`src/hdl/id_number_checksum_validator_core_macros.svh`:
```
// Assertion macros used by the validator core.
`ifndef ID_NUMBER_CHECKSUM_VALIDATOR_CORE_MACROS_SVH
`define ID_NUMBER_CHECKSUM_VALIDATOR_CORE_MACROS_SVH

`ifndef SYNTHESIS
`define IDCV_ASSERT_SAME(lbl, clk, rst_n, ante, cons) \
	lbl: assert property (@(posedge clk) disable iff (!rst_n) (ante) |-> (cons)) \
		else $error("assertion failed");
`define IDCV_ASSERT_NEXT(lbl, clk, rst_n, ante, cons) \
	lbl: assert property (@(posedge clk) disable iff (!rst_n) (ante) |=> (cons)) \
		else $error("assertion failed");
`else
`define IDCV_ASSERT_SAME(lbl, clk, rst_n, ante, cons)
`define IDCV_ASSERT_NEXT(lbl, clk, rst_n, ante, cons)
`endif

`endif

```
`src/hdl/idcv_pkg.sv`:
```
`timescale 1ns / 1ps

package idcv_pkg;

	localparam int unsigned ID_LENGTH = 18;
	localparam int unsigned WEIGHTED_DIGITS = 17;
	localparam int unsigned PROVINCE_MAX = 82;
	localparam int unsigned POSITION_CAP = 19;
	localparam logic [13:0] YEAR_RESET = 14'd2023;
	localparam logic signed [15:0] AGE_MAX = 16'sd9999;

	typedef enum logic [2:0] {
		ST_VALID    = 3'd0,
		ST_LENGTH   = 3'd1,
		ST_NONDIGIT = 3'd2,
		ST_MISMATCH = 3'd3,
		ST_PROVINCE = 3'd4
	} status_t;

	typedef struct packed {
		logic [7:0] char_in;
		logic       is_last;
	} item_t;

	typedef struct packed {
		logic        is_male;
		logic [14:0] age_years;
		logic [13:0] birth_year;
		logic [13:0] region_code;
		logic [6:0]  province_id;
		status_t     status;
	} result_t;

	function automatic logic [3:0] digit_weight(input logic [4:0] pos);
		logic [3:0] w;
		unique case (pos)
			5'd0, 5'd10: w = 4'd7;
			5'd1, 5'd11: w = 4'd9;
			5'd2, 5'd12: w = 4'd10;
			5'd3, 5'd13: w = 4'd5;
			5'd4, 5'd14: w = 4'd8;
			5'd5, 5'd15: w = 4'd4;
			5'd6, 5'd16: w = 4'd2;
			5'd7:        w = 4'd1;
			5'd8:        w = 4'd6;
			5'd9:        w = 4'd3;
			default:     w = 4'd0;
		endcase
		return w;
	endfunction

	function automatic logic [7:0] check_char(input logic [3:0] res);
		logic [7:0] c;
		unique case (res)
			4'd0:    c = "1";
			4'd1:    c = "0";
			4'd2:    c = "X";
			4'd3:    c = "9";
			4'd4:    c = "8";
			4'd5:    c = "7";
			4'd6:    c = "6";
			4'd7:    c = "5";
			4'd8:    c = "4";
			4'd9:    c = "3";
			4'd10:   c = "2";
			default: c = 8'h00;
		endcase
		return c;
	endfunction

	// Remainder by eleven for values up to 100, via a scaled reciprocal.
	function automatic logic [3:0] mod11(input logic [6:0] x);
		logic [14:0] p;
		logic [3:0]  q;
		logic [6:0]  r;
		p = {8'd0, x} * 15'd187;
		q = p[14:11];
		r = x - {3'd0, q} * 7'd11;
		return r[3:0];
	endfunction

endpackage

```
`src/hdl/idcv_accum.sv`:
```
`timescale 1ns / 1ps

module idcv_accum (
	input  logic              clk,
	input  logic              arst_n,
	input  logic              advance,
	input  idcv_pkg::item_t   item,
	input  logic [13:0]       reference_year,
	output idcv_pkg::result_t result
);
	import idcv_pkg::*;

	logic [4:0]  pos_q;
	logic [3:0]  residue_q;
	logic        non_digit_q;
	logic        matched_q;
	logic [6:0]  province_q;
	logic [13:0] region_q;
	logic [13:0] year_q;
	logic        odd_q;

	logic [3:0]  residue_d;
	logic        non_digit_d;
	logic        matched_d;
	logic [6:0]  province_d;
	logic [13:0] region_d;
	logic [13:0] year_d;
	logic        odd_d;
	logic [4:0]  pos_d;

	logic        is_digit;
	logic [3:0]  digit;
	logic [7:0]  product;
	logic [10:0] province_mac;
	logic [17:0] region_mac;
	logic [17:0] year_mac;
	logic signed [15:0] age_raw;
	logic signed [15:0] age_sat;
	status_t     status;

	assign is_digit = (item.char_in >= 8'h30) && (item.char_in <= 8'h39);
	assign digit = item.char_in[3:0];
	assign product = {4'd0, digit} * {4'd0, digit_weight(pos_q)};
	assign province_mac = {4'd0, province_q} * 11'd10 + {7'd0, digit};
	assign region_mac = {4'd0, region_q} * 18'd10 + {14'd0, digit};
	assign year_mac = {4'd0, year_q} * 18'd10 + {14'd0, digit};

	always_comb begin
		residue_d = residue_q;
		non_digit_d = non_digit_q;
		matched_d = matched_q;
		province_d = province_q;
		region_d = region_q;
		year_d = year_q;
		odd_d = odd_q;
		if (pos_q < 5'(WEIGHTED_DIGITS)) begin
			if (!is_digit) begin
				non_digit_d = 1'b1;
			end else begin
				residue_d = mod11(7'({3'd0, residue_q} + {1'b0, product[6:0]}));
				if (pos_q < 5'd2) begin
					province_d = province_mac[6:0];
				end else if (pos_q < 5'd6) begin
					region_d = region_mac[13:0];
				end else if (pos_q < 5'd10) begin
					year_d = year_mac[13:0];
				end else if (pos_q == 5'd16) begin
					odd_d = digit[0];
				end
			end
		end else if (pos_q == 5'(WEIGHTED_DIGITS)) begin
			matched_d = (item.char_in == check_char(residue_q));
		end
		pos_d = (pos_q < 5'(POSITION_CAP)) ? pos_q + 5'd1 : pos_q;
	end

	always_comb begin
		if (pos_q != 5'(ID_LENGTH - 1)) begin
			status = ST_LENGTH;
		end else if (non_digit_d) begin
			status = ST_NONDIGIT;
		end else if (!matched_d) begin
			status = ST_MISMATCH;
		end else if ((province_d == 7'd0) || (province_d > 7'(PROVINCE_MAX))) begin
			status = ST_PROVINCE;
		end else begin
			status = ST_VALID;
		end
	end

	assign age_raw = $signed({2'b00, reference_year}) - $signed({2'b00, year_d}) - 16'sd1;
	assign age_sat = (age_raw > AGE_MAX) ? AGE_MAX : age_raw;

	always_comb begin
		result = '0;
		result.status = status;
		if (status == ST_VALID || status == ST_PROVINCE) begin
			result.province_id = province_d;
		end
		if (status == ST_VALID) begin
			result.region_code = region_d;
			result.birth_year = year_d;
			result.age_years = age_sat[14:0];
			result.is_male = odd_d;
		end
	end

	always_ff @(posedge clk or negedge arst_n) begin
		if (!arst_n) begin
			pos_q <= '0;
			residue_q <= '0;
			non_digit_q <= 1'b0;
			matched_q <= 1'b0;
			province_q <= '0;
			region_q <= '0;
			year_q <= '0;
			odd_q <= 1'b0;
		end else if (advance) begin
			if (item.is_last) begin
				pos_q <= '0;
				residue_q <= '0;
				non_digit_q <= 1'b0;
				matched_q <= 1'b0;
				province_q <= '0;
				region_q <= '0;
				year_q <= '0;
				odd_q <= 1'b0;
			end else begin
				pos_q <= pos_d;
				residue_q <= residue_d;
				non_digit_q <= non_digit_d;
				matched_q <= matched_d;
				province_q <= province_d;
				region_q <= region_d;
				year_q <= year_d;
				odd_q <= odd_d;
			end
		end
	end

endmodule

```
`src/hdl/id_number_checksum_validator_core.sv`:
```
`timescale 1ns / 1ps
// Output: the last item of a string passes the input register, then its result and m_tvalid are registered together.
// Throughput: one item per cycle; the input register and the result register decouple
// the sides, so only a held result with a further last item behind it stalls input.
// Reset: arst_n clears all string state and valid flags asynchronously; reference_year
// returns to 2023.

`include "id_number_checksum_validator_core_macros.svh"

module id_number_checksum_validator_core (
	input  logic        clk,
	input  logic        arst_n,
	input  logic        s_tvalid,
	output logic        s_tready,
	input  logic [7:0]  s_tdata,   // char_in[7:0]
	input  logic        s_tlast,   // is_last
	output logic        m_tvalid,
	input  logic        m_tready,
	output logic [55:0] m_tdata,   // status[2:0], province_id[9:3], region_code[23:10],
	                               // birth_year[37:24], age_years[52:38], is_male[53], zero
	input  logic        cfg_valid,
	output logic        cfg_ready,
	input  logic [13:0] cfg_data   // reference_year
);
	import idcv_pkg::*;

	logic        s1_valid_q;
	item_t       item_s1;
	logic        s1_adv;
	logic [13:0] ref_year_q;
	result_t     result;
	result_t     result_q;
	logic        m_valid_q;

	assign cfg_ready = 1'b1;
	assign s1_adv = s1_valid_q && (!item_s1.is_last || !m_valid_q || m_tready);
	assign s_tready = !s1_valid_q || s1_adv;

	always_ff @(posedge clk or negedge arst_n) begin
		if (!arst_n) begin
			ref_year_q <= YEAR_RESET;
		end else if (cfg_valid && cfg_ready) begin
			ref_year_q <= cfg_data;
		end
	end

	always_ff @(posedge clk or negedge arst_n) begin
		if (!arst_n) begin
			s1_valid_q <= 1'b0;
		end else if (s_tready) begin
			s1_valid_q <= s_tvalid;
		end
	end

	always_ff @(posedge clk) begin
		if (s_tvalid && s_tready) begin
			item_s1.char_in <= s_tdata;
			item_s1.is_last <= s_tlast;
		end
	end

	idcv_accum u_accum (
		.clk            (clk),
		.arst_n         (arst_n),
		.advance        (s1_adv),
		.item           (item_s1),
		.reference_year (ref_year_q),
		.result         (result)
	);

	always_ff @(posedge clk or negedge arst_n) begin
		if (!arst_n) begin
			m_valid_q <= 1'b0;
		end else if (s1_adv && item_s1.is_last) begin
			m_valid_q <= 1'b1;
		end else if (m_tready) begin
			m_valid_q <= 1'b0;
		end
	end

	always_ff @(posedge clk) begin
		if (s1_adv && item_s1.is_last) begin
			result_q <= result;
		end
	end

	assign m_tvalid = m_valid_q;
	assign m_tdata = {2'b00, result_q};

	`IDCV_ASSERT_NEXT(a_last_gives_result, clk, arst_n, s1_adv && item_s1.is_last, m_tvalid)
	`IDCV_ASSERT_NEXT(a_held_result, clk, arst_n, m_tvalid && !m_tready,
		m_tvalid && $stable(m_tdata))
	`IDCV_ASSERT_SAME(a_failed_fields_zero, clk, arst_n,
		m_tvalid && (result_q.status != ST_VALID),
		(result_q.region_code == 14'd0) && (result_q.age_years == 15'd0) && !result_q.is_male)
	`IDCV_ASSERT_SAME(a_no_stall_mid_string, clk, arst_n,
		s1_valid_q && !item_s1.is_last, s_tready)

endmodule

```
`config.mk`:
```
export PLATFORM = sky130hd
export DESIGN_NAME = id_number_checksum_validator_core
export DESIGN_NICKNAME = d
export VERILOG_FILES = /design/src/hdl/idcv_pkg.sv /design/src/hdl/idcv_accum.sv /design/src/hdl/id_number_checksum_validator_core.sv
export VERILOG_INCLUDE_DIRS = /design/src /design/src/hdl
export SDC_FILE = /design/constraint.sdc
export NUM_CORES = 1
export LEC_CHECK = 0
export BUFFER_PORTS_ARGS = -buffer_cell sky130_fd_sc_hd__buf_4
export CAP_MARGIN = 20
export CORE_MARGIN = 5
export CORE_UTILIZATION = 55
export DETAILED_ROUTE_END_ITERATION = 7
export MAX_ROUTING_LAYER = met4
export PLACE_DENSITY = 0.77
export REMOVE_ABC_BUFFERS = 1
export SLEW_MARGIN = 20
export SYNTH_ARGS = -nofsm -noshare
export SYNTH_HDL_FRONTEND = slang
export SYNTH_SLANG_ARGS = --single-unit
```
`constraint.sdc`:
```
create_clock -name clk -period 9.2 [get_ports clk]
set_input_delay 1.84 -clock clk [delete_from_list [all_inputs] [get_ports clk]]
set_output_delay 1.84 -clock clk [all_outputs]
set_load 0.005 [all_outputs]
```
==> out/results.tsv, run 1 <==
metric	value	unit
Finished Cell Area	0.0124	sq mm
Hold EP	u_accum.odd_q$_DFFE_PN0P_	
IO Count	87	
Synth Area in Simple Gates	14.8	%
TritonCTS buffer count	17	
status	finished, final reports clean	
Die Ht	148	microns
Worst path max stage delay	0.53	ns
Ant. Diodes	0	
period utilisation layout	98.4	%
top post-synthesis cells by area	edfxtp_1, ha_1, dfrtp_1, fa_1, xnor2_1	
worst hold-check path type	register to register	
Multi-input gate area	0.00679	sq mm
Pre-antenna DRT Iters	5	
cells after synthesis	1099	
pin count of the biggest net entering global routing	64	
core area	0.0188	sq mm
DR WL/cell	16.4	microns
XOR/XNOR Fraction of Synth Area	6.64	%
crit path launch type	register	
CP arrival	9.36	ns
layout cell share with drive strength beyond 1	19.0	%
Hold Path Origin	u_accum.odd_q$_DFFE_PN0P_	
pre-CTS setup slack	-0.213	ns
Post-route DRC	0	
Worst path slowest cell	fa_1	
Crit. End Element	register	
IO Port Bufs	83	
FF-to-FF path depth	42	
critical path class	register to register	
starting density of the core	56.2	%
Syn. warnings	0	
Post-Route WL	23.8	mm
largest family of logic cells by synthesized area	adder cells	
gr ovfl total	0	
Synth Area in Compound Gates	16.7	%
Worst-path clk slew	0.06	ns
reg2reg start	u_accum.pos_q[1]$_DFFE_PN0P_	
Post-Syn Area	0.0105	sq mm
Die Width	148	microns
hold path cells	2	
Pins Over Slew Limit	0	
clk_lat worst skew	0.43	ns
CP required	9.50	ns
Synth Flop Type	edfxtp_1	
maximum operating frequency	110	MHz
RePlAce Congestion	0.899	
Worst path most repeated cell	fa_1	
Avg Inst Size Synth	9.59	sq um
P&R area growth vs syn	17.4	%
CTS tree	done	
Via density	5.77	
Layout Skew	0.0113	ns
initial antenna violation count	0	
clk root buf	clkbuf_16	
CTS Buffer Depth	2	
RSZ-0062 raised after global routing	yes	
worst rel slew slack	39.8	%
synthesized flop and latch total	126	
Antenna Violating Nets Remaining	0	
DR vias	8372	
max cap viols	0	
Storage cell area	0.00348	sq mm
Nets	1394	
cell taking the most area after synthesis	edfxtp_1	
post-synthesis sequential area ratio	33.0	%
post-synthesis cell type count	81	
total global routing track utilization	22.7	%
critical path fanouts, max	4	
first-pass GRT wire length	40.1	mm
post-synth top area share	17.9	%
Final Hold Viols	0	
fillers	1487	
Sink Count	126	
post-synthesis adder-cell area fraction	21.4	%
Critical Path Source	u_accum.pos_q[1]$_DFFE_PN0P_	
DP Area	0.0115	sq mm
ys async rst share	50.0	%
EDFF count, synth	63	
worst-margin pin slew	0.889	ns
H-tree levels	4	
r2r setup slk	0.15	ns
DRT iter0 DRCs	467	
row cnt	50	
Hold-fix buffers, CTS	0	
Final WS setup	0.146	ns
Setup-failing EPs final	0	
die area	0.0220	sq mm
Tmin final	9.05	ns
Core Util, Final	66.0	%
mux cell area share after synthesis	2.91	%
vias in the first global route	8247	
reg2reg end	u_accum.residue_q[3]$_DFFE_PN0P_	
HPWL after DPL	17.5	mm
-- cell usage after synthesis (13+ instances only) --
cell and n:
ha_1 130, nand2_1 101, inv_1 81, nor2_1 78
o21ai_0 78, a21oi_1 67, edfxtp_1 63, dfrtp_1 54
xnor2_1 48, fa_1 31, xor2_1 30, clkbuf_1 22
a21o_1 21, nand3_1 21, and2_1 20, nor3_1 19
mux2i_1 16, mux2_2 13
-- per-layer routing --
metal / up-vias / GRT usage, % / routed length [microns]
met1: 4023 / 30.2 / 11000
met3: 32 / 4.14 / 1050
met4: 0 / 4.80 / 323
li1: 4130 / - / -
met5: - / - / 0
met2: 187 / 36.8 / 11500
-- cells by family after synthesis --
| logic type | Yosys count |
|---|---|
| compound gates | 266 |
| buf+inv | 118 |
| xor+xnor | 79 |
| mux | 29 |
| other cells | 2 |
| flops | 126 |
| simple gates | 317 |
| fa+ha+maj | 162 |
-- through the flow --
step	setup TNS, ns	hold WS, ns	cells
finish	0	0.490	1452
global route	-0.443	0.538	1452
CTS	0	0.493	1446
detailed placement	-0.213	0.474	1411
global placement	0	0.464	1411
floorplan	-0.501	0.445	1063
-- sequential cells by signal, indices dropped and copies added (netlist names), 4 cells and up --
register,count
u_accum.year_q,14
m_tdata,54
ref_year_q,14
item_s1,9
u_accum.pos_q,5
u_accum.region_q,14
u_accum.residue_q,4
u_accum.province_q,7
-- repair_timing --
action	in CTS	in global routing
cloned	0	0
pin swaps	14	48
endpoints found under the setup margin	1	3
setup buffers	3	5
gates resized for setup	9	40
hold endpoints to repair	0	0
-- worst max-delay path by stage --
stage / end / cells past startpoint
2_1_floorplan: u_accum.residue_q[3]$_DFFE_PN0P_ / 40
3_5_place_dp: u_accum.residue_q[3]$_DFFE_PN0P_ / 41
6_report: u_accum.residue_q[3]$_DFFE_PN0P_ / 42
5_1_grt: u_accum.residue_q[3]$_DFFE_PN0P_ / 47
4_1_cts: u_accum.residue_q[3]$_DFFE_PN0P_ / 41
3_3_place_gp: u_accum.residue_q[3]$_DFFE_PN0P_ / 40
-- area by class of cell --
type / count / area share [%]
clock inverters: 15 / 1.18
repair buffers: 123 / 7.64
inverters: 81 / 2.46
clock buffers: 17 / 3.44
multi-input cells: 856 / 54.8
flip-flops and latches: 126 / 28.1
well taps: 234 / 2.36
-- cells in the final DEF (no fill, tap or decap), types with 8 or more instances in the layout --
cell	instances
nand2_1	101
inv_1	71
a21oi_1	63
nand4_1	8
nor2_1	75
ha_1	122
buf_4	118
or3_1	9
dfstp_2	9
o21a_1	10
a211oi_1	8
o21ai_0	75
mux2i_1	16
mux2_2	13
edfxtp_1	63
inv_2	10
xnor2_1	48
o2111ai_1	9
nor3_1	16
dfrtp_1	53
xor2_1	29
a21o_1	21
and3_1	8
clkbuf_16	17
nand3_1	21
and2_1	20
a21boi_0	8
fa_1	30
-- critical path, delay by kind of cell, from the launching register on --
| family | cells | cell delay [ns] |
|---|---|---|
| flops | 1 | 0.40 |
| fa+ha+maj | 13 | 4.79 |
| xor+xnor | 4 | 0.66 |
| compound gates | 13 | 1.91 |
| simple gates | 5 | 0.61 |
| buf+inv | 7 | 0.54 |
Power of run 1 is left out: the tool's default activity adds up to more than one toggle a clock period on the data nets, which glitch-free logic cannot reach.
==> run 2: changes to the inputs <==
--- a/config.mk
+++ b/config.mk
@@ -17,4 +17,5 @@
 export SLEW_MARGIN = 20
 export SYNTH_ARGS = -nofsm -noshare
 export SYNTH_HDL_FRONTEND = slang
+export SYNTH_HIERARCHICAL = 1
 export SYNTH_SLANG_ARGS = --single-unit
==> out/results.tsv, run 2 <==
metric	value	unit
Syn. warnings	6	
Antenna Violating Nets Remaining	0	
period utilisation layout	100	%
commonest non-fill, non-tap cells in the layout	buf_4, ha_1, inv_1, nor2_1, nand2_1	
Fin Setup TNS	-0.0425	ns
clk root buf	clkbuf_16	
cell taking the most area after synthesis	edfxtp_1	
P&R area growth vs syn	19.1	%
Post-Route WL	23.6	mm
EDFF count, synth	63	
IO Count	87	
Setup-failing EPs final	1	
post-synthesis sequential area ratio	33.8	%
Ant. Diodes	0	
H-tree levels	4	
clk_lat worst skew	0.43	ns
gr ovfl total	0	
critical path fanouts, max	3	
Worst-path clk slew	0.06	ns
CTS tree	done	
row cnt	50	
critical path class	register to register	
fillers	1429	
Post-route DRC	0	
CP required	9.51	ns
Final Hold Viols	0	
most frequent cell after synthesis	ha_1	
DR vias	8061	
starting density of the core	55.4	%
Synth Flop Type	edfxtp_1	
worst hold-check path type	register to register	
die area	0.0216	sq mm
post-synth top area share	18.4	%
Final WS setup	-0.0425	ns
Worst path slowest cell	fa_1	
Layout Skew	0.0124	ns
pin count of the biggest net entering global routing	64	
HPWL after DPL	16.7	mm
layout cell share with drive strength beyond 1	22.6	%
first-pass GRT wire length	39.6	mm
RSZ-0062 raised after global routing	yes	
most frequent cells after synthesis	ha_1, inv_1, nor2_1	
Tmin final	9.24	ns
Post-Syn Area	0.0103	sq mm
crit path launch type	register	
RePlAce Congestion	0.885	
Via density	5.77	
total global routing track utilization	22.9	%
Avg Inst Size Synth	10.0	sq um
max FFs per register	54	
Nets	1337	
synthesized flop and latch total	126	
Crit. End Element	register	
vias in the first global route	8219	
cells after synthesis	1027	
maximum operating frequency	108	MHz
Placed Instances	1352	
CTS Buffer Depth	2	
initial antenna violation count	0	
failing checks	negative setup slack	
post-synthesis cell type count	83	
worst rel slew slack	30.9	%
status	finished, violations left	
TritonCTS buffer count	17	
DRT iter0 DRCs	471	
top post-synthesis cells by area	edfxtp_1, ha_1, dfrtp_1, fa_1, xnor2_1	
Pre-antenna DRT Iters	4	
most common cell after layout, fill and taps aside	buf_4	
Worst path max stage delay	0.55	ns
Die Ht	147	microns
Sink Count	126	
non-filler instance count after layout	1396	
worst-margin pin slew	1.03	ns
ys async rst share	50.0	%
core area	0.0186	sq mm
IO Port Bufs	83	
DR WL/cell	16.9	microns
Die Width	147	microns
max cap viols	0	
Pins Over Slew Limit	0	
CP arrival	9.55	ns
-- run 2: cell families after synthesis --
family,synth area share (%)
and+or+nand+nor,13.2
other,0.0730
xor gates and xnor gates,7.28
muxes,2.99
buffers and inverters,4.66
adders and majority gates,21.7
AOI/OAI and AO/OA,16.3
DFF,33.8
-- run 2: stage by stage --
stage | worst slack (ns) | hold WS [ns] | util (%) | cell area, sq um
floorplan | -0.613 | 0.455 | - | 10100
global placement | -0.181 | 0.471 | 61.2 | 11400
detailed placement | -0.450 | 0.483 | 61.2 | 11400
CTS | 0.00745 | 0.503 | 65.4 | 12200
global route | -0.426 | 0.520 | 66.0 | 12300
finish | -0.0425 | 0.508 | 66.0 | 12300
-- run 2: worst paths after layout --
| path | start | cells past startpoint | to | slack [ns] |
|---|---|---|---|---|
| max | u_accum/pos_q[0]$_DFFE_PN0P_ | 45 | u_accum/residue_q[3]$_DFFE_PN0P_ | -0.04 |
| min | u_accum/region_q[13]$_DFFE_PN0P_ | 2 | u_accum/region_q[13]$_DFFE_PN0P_ | 0.51 |
| max reg2reg | u_accum/pos_q[0]$_DFFE_PN0P_ | 45 | u_accum/residue_q[3]$_DFFE_PN0P_ | -0.04 |
| min reg2reg | u_accum/region_q[13]$_DFFE_PN0P_ | 2 | u_accum/region_q[13]$_DFFE_PN0P_ | 0.51 |
| max in group asynchronous | arst_n | 1 | u_accum/region_q[3]$_DFFE_PN0P_ | 7.12 |
| min in group asynchronous | arst_n | 1 | ref_year_q[12]$_DFFE_PN0P_ | 1.53 |
-- run 2: cell type report --
type	instances	area (sq um)	area share (%)
Clock buffer	18	439	3.58
Clock inverter	14	119	0.970
Inverter	87	327	2.66
Multi-Input combinational cell	782	6560	53.5
Sequential cell	126	3480	28.4
Tap cell	234	293	2.39
Timing Repair Buffer	135	1040	8.46
-- run 2: what timing repair did --
| item | 4_1_cts | 5_1_grt |
|---|---|---|
| pin swaps | 35 | 36 |
| endpoints found under the hold margin | 0 | 0 |
| hold buffers | 0 | 0 |
| gates cloned | 0 | 0 |
| resized for setup | 24 | 20 |
| setup buffers | 9 | 2 |
| setup endpoints to repair | 1 | 2 |
-- run 2: metal layers --
metal  wire (microns)  up-vias  part of all wire, %  global-route usage (%)
met5                0        -                    0                       -
met4              327        0                  1.4                    5.93
met3             1170       31                  5.0                    3.42
met2            11300      198                   48                    37.4
met1            10700     3922                   46                    30.1
li1                 -     3910                    -                       -
-- run 2: critical path, delay by kind of cell (launching register included) --
| kind | cells | cell delay [ns] |
|---|---|---|
| adder cells (fa/ha/maj) | 13 | 4.73 |
| flip-flops | 1 | 0.41 |
| AO/OA/AOI/OAI | 12 | 1.80 |
| XOR/XNOR | 6 | 0.92 |
| AND/OR/NAND/NOR | 3 | 0.35 |
| buffers and inverters | 11 | 0.90 |
Power of run 2 is left out for the same reason.
